## src/hw/rtl/ird_pkg.sv

```systemverilog
`timescale 1ns / 1ps
// ----------------------------------------------------------------------------
// ird_pkg
// Shared types and constants for the input-restricted deque unit.
// ----------------------------------------------------------------------------
package ird_pkg;

  // Storage geometry
  localparam int DEPTH  = 8;
  localparam int DATA_W = 32;
  localparam int IDX_W  = $clog2(DEPTH + 1);
  localparam int ADDR_W = (DEPTH > 1) ? $clog2(DEPTH) : 1;

  localparam logic [IDX_W-1:0] IDX_FULL = IDX_W'(DEPTH);

  typedef enum logic [1:0] {
    OP_CLEAR    = 2'd0,
    OP_INSERT   = 2'd1,
    OP_REM_HEAD = 2'd2,
    OP_REM_TAIL = 2'd3
  } op_t;

  typedef enum logic [1:0] {
    ST_OK        = 2'd0,
    ST_OVERFLOW  = 2'd1,
    ST_UNDERFLOW = 2'd2
  } status_t;

  typedef enum logic [1:0] {
    S_IDLE,
    S_EXEC,
    S_RESP
  } state_t;

  // Controller to datapath commands
  typedef struct packed {
    logic    load;
    logic    clr;
    logic    wr;
    logic    rd;
    logic    rd_tail;
    logic    head_inc;
    logic    tail_inc;
    logic    tail_dec;
    logic    st_load;
    status_t st_code;
  } ird_cmd_t;

  // Datapath to controller status
  typedef struct packed {
    logic full;
    logic empty;
    op_t  op;
  } ird_stat_t;

endpackage

```

## src/hw/rtl/ird_ram.sv

```systemverilog
`timescale 1ns / 1ps
// ----------------------------------------------------------------------------
// ird_ram
// Generic single-write, single-read RAM with registered read data.
// ----------------------------------------------------------------------------
module ird_ram #(
  parameter int WIDTH = 32,
  parameter int DEPTH = 8,
  localparam int AW   = (DEPTH > 1) ? $clog2(DEPTH) : 1
) (
  input  logic             clk,
  input  logic             we,
  input  logic [AW-1:0]    waddr,
  input  logic [WIDTH-1:0] wdata,
  input  logic             re,
  input  logic [AW-1:0]    raddr,
  output logic [WIDTH-1:0] rdata
);

  logic [WIDTH-1:0] mem [DEPTH];

  // Write port
  always_ff @(posedge clk) begin
    if (we) begin
      mem[waddr] <= wdata;
    end
  end

  // Registered read port
  always_ff @(posedge clk) begin
    if (re) begin
      rdata <= mem[raddr];
    end
  end

endmodule

```

## src/hw/rtl/ird_ctrl.sv

```systemverilog
`timescale 1ns / 1ps
// ----------------------------------------------------------------------------
// ird_ctrl
// Controller: sequences accept, execute and respond for each beat.
// ----------------------------------------------------------------------------
module ird_ctrl import ird_pkg::*; (
  input  logic      clk,
  input  logic      rst_n,
  input  logic      start,
  input  ird_stat_t stat,
  output ird_cmd_t  cmd,
  output logic      busy,
  output logic      emit
);

  state_t state_r, state_nxt;

  // Hold state
  always_ff @(posedge clk) begin
    if (!rst_n) begin
      state_r <= S_IDLE;
    end else begin
      state_r <= state_nxt;
    end
  end

  // Decide next state and issue datapath commands
  always_comb begin
    state_nxt = state_r;
    cmd       = '0;
    cmd.st_code = ST_OK;
    emit      = 1'b0;
    unique case (state_r)
      S_IDLE: begin
        if (start) begin
          cmd.load  = 1'b1;
          state_nxt = S_EXEC;
        end
      end
      S_EXEC: begin
        cmd.st_load = 1'b1;
        unique case (stat.op)
          OP_CLEAR: begin
            cmd.clr = 1'b1;
          end
          OP_INSERT: begin
            if (stat.full) begin
              cmd.st_code = ST_OVERFLOW;
            end else begin
              cmd.wr       = 1'b1;
              cmd.tail_inc = 1'b1;
            end
          end
          OP_REM_HEAD: begin
            if (stat.empty) begin
              cmd.st_code = ST_UNDERFLOW;
            end else begin
              cmd.rd       = 1'b1;
              cmd.head_inc = 1'b1;
            end
          end
          OP_REM_TAIL: begin
            if (stat.empty) begin
              cmd.st_code = ST_UNDERFLOW;
            end else begin
              cmd.rd       = 1'b1;
              cmd.rd_tail  = 1'b1;
              cmd.tail_dec = 1'b1;
            end
          end
          default: begin
            cmd.st_code = ST_OK;
          end
        endcase
        state_nxt = S_RESP;
      end
      S_RESP: begin
        emit      = 1'b1;
        state_nxt = S_IDLE;
      end
      default: begin
        state_nxt = S_IDLE;
      end
    endcase
  end

  assign busy = (state_r != S_IDLE);

endmodule

```

## src/hw/rtl/ird_dpath.sv

```systemverilog
`timescale 1ns / 1ps
// ----------------------------------------------------------------------------
// ird_dpath
// Datapath: indices, entry storage, latched beat and result registers.
// ----------------------------------------------------------------------------
module ird_dpath import ird_pkg::*; (
  input  logic                     clk,
  input  logic                     rst_n,
  input  ird_cmd_t                 cmd,
  input  logic [1:0]               in_operation,
  input  logic signed [DATA_W-1:0] in_data_in,
  output ird_stat_t                stat,
  output logic signed [DATA_W-1:0] data_out,
  output logic [1:0]               status
);

  op_t               op_r;
  logic [DATA_W-1:0] data_r;
  logic [IDX_W-1:0]  head_r, head_nxt;
  logic [IDX_W-1:0]  tail_r, tail_nxt;
  status_t           st_r;
  logic              rd_ok_r;
  logic [IDX_W-1:0]  tail_m1;
  logic [ADDR_W-1:0] raddr;
  logic [DATA_W-1:0] rdata;

  // Latch the incoming beat
  always_ff @(posedge clk) begin
    if (cmd.load) begin
      op_r   <= op_t'(in_operation);
      data_r <= in_data_in;
    end
  end

  // Advance head and tail
  always_comb begin
    head_nxt = head_r;
    tail_nxt = tail_r;
    if (cmd.clr) begin
      head_nxt = '0;
      tail_nxt = '0;
    end else begin
      if (cmd.head_inc) head_nxt = head_r + IDX_W'(1);
      if (cmd.tail_inc) tail_nxt = tail_r + IDX_W'(1);
      if (cmd.tail_dec) tail_nxt = tail_m1;
    end
  end

  always_ff @(posedge clk) begin
    if (!rst_n) begin
      head_r <= '0;
      tail_r <= '0;
    end else begin
      head_r <= head_nxt;
      tail_r <= tail_nxt;
    end
  end

  // Hold the result status for the response cycle
  always_ff @(posedge clk) begin
    if (cmd.st_load) begin
      st_r    <= cmd.st_code;
      rd_ok_r <= cmd.rd;
    end
  end

  assign tail_m1 = tail_r - IDX_W'(1);
  assign raddr   = cmd.rd_tail ? tail_m1[ADDR_W-1:0] : head_r[ADDR_W-1:0];

  ird_ram #(
    .WIDTH (DATA_W),
    .DEPTH (DEPTH)
  ) u_ram (
    .clk   (clk),
    .we    (cmd.wr),
    .waddr (tail_r[ADDR_W-1:0]),
    .wdata (data_r),
    .re    (cmd.rd),
    .raddr (raddr),
    .rdata (rdata)
  );

  // Report occupancy to the controller
  assign stat.full  = (tail_r == IDX_FULL);
  assign stat.empty = (head_r == tail_r);
  assign stat.op    = op_r;

  // Drop data to zero unless a removal succeeded
  assign data_out = rd_ok_r ? $signed(rdata) : '0;
  assign status   = st_r;

endmodule

```

## src/hw/rtl/input_restricted_deque_unit.sv

```systemverilog
`timescale 1ns / 1ps
// ----------------------------------------------------------------------------
// input_restricted_deque_unit
// Input-restricted deque in a linear array: clear, insert at tail,
// remove from head, remove from tail; one result beat per command.
// ----------------------------------------------------------------------------
// Sequencing: the accepting edge moves the controller to execute, where the RAM
//   read is issued; out_valid is driven in the respond state that follows it.
// Command flow: a new command is accepted only back in idle, after the accept,
//   execute and respond steps of the last one, set by the controller sequence.
// The receiver cannot stall; out_valid is high for exactly one cycle.
// Reset (rst_n low, synchronous) empties the deque; entries stay unwritten.
module input_restricted_deque_unit import ird_pkg::*; (
  input  logic                     clk,
  input  logic                     rst_n,
  input  logic                     start,
  output logic                     busy,
  input  logic [1:0]               in_operation,
  input  logic signed [DATA_W-1:0] in_data_in,
  output logic                     out_valid,
  output logic signed [DATA_W-1:0] out_data_out,
  output logic [1:0]               out_status
);

  ird_cmd_t  cmd;
  ird_stat_t stat;

  ird_ctrl u_ctrl (
    .clk   (clk),
    .rst_n (rst_n),
    .start (start),
    .stat  (stat),
    .cmd   (cmd),
    .busy  (busy),
    .emit  (out_valid)
  );

  ird_dpath u_dpath (
    .clk          (clk),
    .rst_n        (rst_n),
    .cmd          (cmd),
    .in_operation (in_operation),
    .in_data_in   (in_data_in),
    .stat         (stat),
    .data_out     (out_data_out),
    .status       (out_status)
  );

  // Check sequencing and result coding
  a_accept_busy: assert property (@(posedge clk) disable iff (!rst_n)
    (start && !busy) |=> busy)
    else $error("accepted beat did not raise busy");

  a_single_strobe: assert property (@(posedge clk) disable iff (!rst_n)
    out_valid |=> !out_valid)
    else $error("result strobe lasted more than one cycle");

  a_resp_busy: assert property (@(posedge clk) disable iff (!rst_n)
    out_valid |-> busy)
    else $error("result strobe while idle");

  a_underflow_zero: assert property (@(posedge clk) disable iff (!rst_n)
    (out_valid && out_status == ST_UNDERFLOW) |-> (out_data_out == '0))
    else $error("underflow result carried nonzero data");

endmodule
```

## config.mk

```make
export PLATFORM = sky130hd
export DESIGN_NAME = input_restricted_deque_unit
export DESIGN_NICKNAME = d
export VERILOG_FILES = /design/src/hw/rtl/ird_pkg.sv /design/src/hw/rtl/ird_ram.sv /design/src/hw/rtl/ird_ctrl.sv /design/src/hw/rtl/ird_dpath.sv /design/src/hw/rtl/input_restricted_deque_unit.sv
export SDC_FILE = /design/constraint.sdc
export NUM_CORES = 1
export LEC_CHECK = 0
export BUFFER_PORTS_ARGS = -buffer_cell sky130_fd_sc_hd__buf_2
export CAP_MARGIN = 10
export CELL_PAD_IN_SITES_DETAIL_PLACEMENT = 2
export CELL_PAD_IN_SITES_GLOBAL_PLACEMENT = 2
export CORE_MARGIN = 2
export CORE_UTILIZATION = 30
export CTS_CLUSTER_DIAMETER = 80
export DETAILED_ROUTE_END_ITERATION = 16
export PLACE_DENSITY = 0.66
export SETUP_SLACK_MARGIN = 0.15
export SLEW_MARGIN = 30
export SYNTH_ARGS = -nofsm -noshare
export SYNTH_HDL_FRONTEND = slang
export SYNTH_SLANG_ARGS = --single-unit
```

## constraint.sdc

```tcl
create_clock -name clk -period 5.2 [get_ports clk]
set_input_delay 0.26 -clock clk [delete_from_list [all_inputs] [get_ports clk]]
set_output_delay 0.26 -clock clk [all_outputs]
set_load 0.01 [all_outputs]
```

==> results.sh <==
export IMPL_syn_num_nets=846
export IMPL_dp_worst_setup_slack_ps=1116
export IMPL_numCtsBuffers=39
export IMPL_r2r_slack_ps=1090
export IMPL_worst_setup_path_end_kind="flop"
export IMPL_p_seq_share_pct=53.1
export IMPL_tritoncts="built"
export IMPL_slowest_delay_ps=730
export IMPL_syn_area_per_cell_um2=16.51
export IMPL_clk_insertion_delay_late_ps=540
export IMPL_initial_core_util_pct=30.23
export IMPL_tightest_slew_ps=1034
export IMPL_p_leak_nw=4.889
export IMPL_yosys_area_top_type_share_pct=73.33
export IMPL_grtUsageMet1_pct=20.23
export IMPL_die_h_um=214.6
export IMPL_hold_path_class="in -> reg"
export IMPL_die_x_um=214.6
export IMPL_whs_path_depth=2
export IMPL_fmax_ghz=0.2431
export IMPL_crit_top_cell="buf_4"
export IMPL_power_density_mw_per_mm2=359.5
export IMPL_mostFrequentLayoutCells="edfxtp_1, a21boi_0, a2111oi_0"
export IMPL_syn_area_mm2=0.01331
export IMPL_top_usage_layer="met2"
export IMPL_clock_path_buffers=3
export IMPL_grt_pass1_wl_mm=55.68
export IMPL_slew_headroom_pct=30.68
export IMPL_clk_pin_slew_ps=60
export IMPL_p_int_mw=4.550
export IMPL_final_setup_tns_ps=0
export IMPL_num_vias=7912
export IMPL_cts_resized_gates=0
export IMPL_synth_seq_area_share_pct=74.83
export IMPL_comb_power_share_pct=1.7
export IMPL_yosysWarnings=0
export IMPL_synth_seq_cells=335
export IMPL_worstSetupPathType="reg -> reg"
export IMPL_crit_required_ps=5460
export IMPL_port_buffers=72
export IMPL_min_period_over_period_pct=79.11
export IMPL_synthTopCellsByArea="edfxtp_1, a2111oi_0, a21boi_0"
export IMPL_rows=77
export IMPL_synth_top_cell_by_area="edfxtp_1"
export IMPL_core_area_mm2=0.04403
export IMPL_remaining_drc_errors=0
export IMPL_worstPathMaxFanout=70
export IMPL_slew_violations=0
export IMPL_area_delta_synth_final_pct=19.54
export IMPL_cp_data_arrival_time_ps=4370
export IMPL_grt_max_degree=117
export IMPL_setup_slack_ps=1086
export IMPL_max_vdd_ir_drop_uv=185.5
export IMPL_grt_pass1_vias=8787
export IMPL_layout_commonest_cell="edfxtp_1"
export IMPL_grt_overflow_total=0
export IMPL_p_clk_share_pct=45.2
export IMPL_place_hpwl_mm=19.92
export IMPL_ys_types=38
export IMPL_status="finished, final reports clean"
export IMPL_antenna_found_initial=0
export IMPL_skew_ps=11.81
export IMPL_root_buffer="clkbuf_16"
export IMPL_routed_wl_mm=36.50
export IMPL_ant_nets=0
export IMPL_clock_sinks=335
export IMPL_viasPerCell=5.188
export IMPL_maxCapViolations=0
export IMPL_hold_viol_final=0
export IMPL_p_switching_mw=1.169
export IMPL_slowest_stage="a41oi_4"
export IMPL_layout_drive_gt1_share_pct=17.90
export IMPL_crit_chain="xnor2_2 -> a41oi_4 -> a21o_2 -> buf_4 -> buf_4 -> a21boi_0 -> a2111oi_0 -> nor4_1"
export IMPL_place_congestion=0.7031
export IMPL_met2_usage_pct=27.50
export IMPL_wire_per_inst_um=23.93
export IMPL_diodes=0
export IMPL_cts_max_level=2
export IMPL_drt_iter0_drc=447
export IMPL_p_sw_share_pct=20.44
export IMPL_rsz0062_at_grt="false"
export IMPL_syn_inst=806
export IMPL_gr_usage_met3_pct=2.652
export IMPL_dieArea_mm2=0.04606
export IMPL_io_pins=73
export IMPL_drt_first_pass_iters=4
export IMPL_layout_nets=943
export IMPL_start_kind="flop"
export IMPL_rr_worst_depth=8
export IMPL_timing_final_crit_period_ps=4114
export IMPL_setup_viol=0
export IMPL_grt_usage_pct=15.82
export IMPL_post_cts_setup_buffers=0
-- registers in the layout, summed over array words and instances (netlist names) --
signal               count
u_dpath.u_ram.mem      256
u_dpath.op_r             2
u_dpath.data_r          32
u_dpath.head_r           4
u_dpath.u_ram.rdata     32
u_ctrl.state_r           2
u_dpath.rd_ok_r          1
u_dpath.status           2
u_dpath.tail_r           4
-- worst max-delay path: cells and delay by family (launching register included) --
kind / cells / cell delay, ps
AOI/OAI and AO/OA: 4 / 1660
buffers and inverters: 2 / 1160
DFF: 1 / 630
xor gates and xnor gates: 1 / 150
and+or+nand+nor: 1 / 130
-- cell usage after synthesis, drive strengths merged --
master / instances
nand3b: 2
nor2: 20
ha: 3
nor2b: 3
a2111oi: 128
a21o: 2
nand3: 3
xor2: 1
nor4: 32
a21boi: 128
dfxtp: 10
nand4bb: 1
nand4: 1
edfxtp: 325
clkbuf: 39
or2: 1
nand2: 7
xnor2: 10
o22ai: 1
and2: 36
nor3b: 1
o41ai: 1
inv: 5
mux2i: 1
o21a: 1
a211oi: 1
a22oi: 1
and4: 1
a21oi: 2
buf: 35
a41oi: 1
o21ai: 1
nor3: 2
-- worst paths after layout --
| kind | startpoint | endpoint |
|---|---|---|
| worst min register to register | u_dpath.head_r[3] | u_dpath.head_r[3] |
| worst min-delay path | in_data_in[26] | u_dpath.data_r[26] |
| worst max-delay path | u_dpath.tail_r[0] | u_dpath.u_ram.rdata[2] |
| worst max register to register | u_dpath.tail_r[0] | u_dpath.u_ram.rdata[2] |
-- final cells by class --
class,count,area (um2)
clock buffer,49,1035
clock inverter,22,166.4
fill,4392,28120
inverter,5,18.77
multi-input combinational,392,3102
sequential,335,9960
tap,592,740.7
timing repair buffer,130,887.1
-- timing repair --
item,4_1_cts,5_1_grt
hold buffers,35,0
endpoints found under the hold margin,36,0
endpoints found under the setup margin,0,0
-- cells by family after synthesis --
kind of cell | share of synthesized area (%)
flops | 74.83
mux | 0.07521
simple gates | 4.738
fa+ha+maj | 0.2821
compound gates | 16.47
buf+inv | 2.707
xor+xnor | 0.8932
-- layer usage --
| layer | up-vias | share of wire [%] |
|---|---|---|
| li1 | 3539 | - |
| met1 | 4171 | 44 |
| met2 | 149 | 50 |
| met3 | 53 | 3.9 |
| met4 | 0 | 2.1 |
| met5 | - | 0 |
-- stage by stage --
| step | cell area (um2) | std cells | hold WS [ps] | util, % | power, mW |
|---|---|---|---|---|---|
| finish | 15910 | 1525 | 434.2 | 36.13 | 5.719 |
| global route | 15910 | 1525 | 424.4 | 36.13 | 5.908 |
| CTS | 15900 | 1525 | 408.9 | 36.11 | 5.796 |
| detailed placement | 14350 | 1419 | 439.7 | 32.58 | 3.174 |
| global placement | 14340 | 1419 | 438.8 | 32.56 | 3.168 |
| floorplan | 13310 | 806 | 358.9 | - | 3.111 |
-- power groups by stage --
stage	Clock [mW]	Sequential [mW]	Combinational (mW)
2_1_floorplan	0	3.07	0.0391
3_3_place_gp	0	3.09	0.0768
3_5_place_dp	0	3.09	0.0793
4_1_cts	2.66	3.04	0.100
5_1_grt	2.76	3.04	0.109
6_report	2.58	3.04	0.0970
No activity file was read; power rests on OpenSTA's default activity.
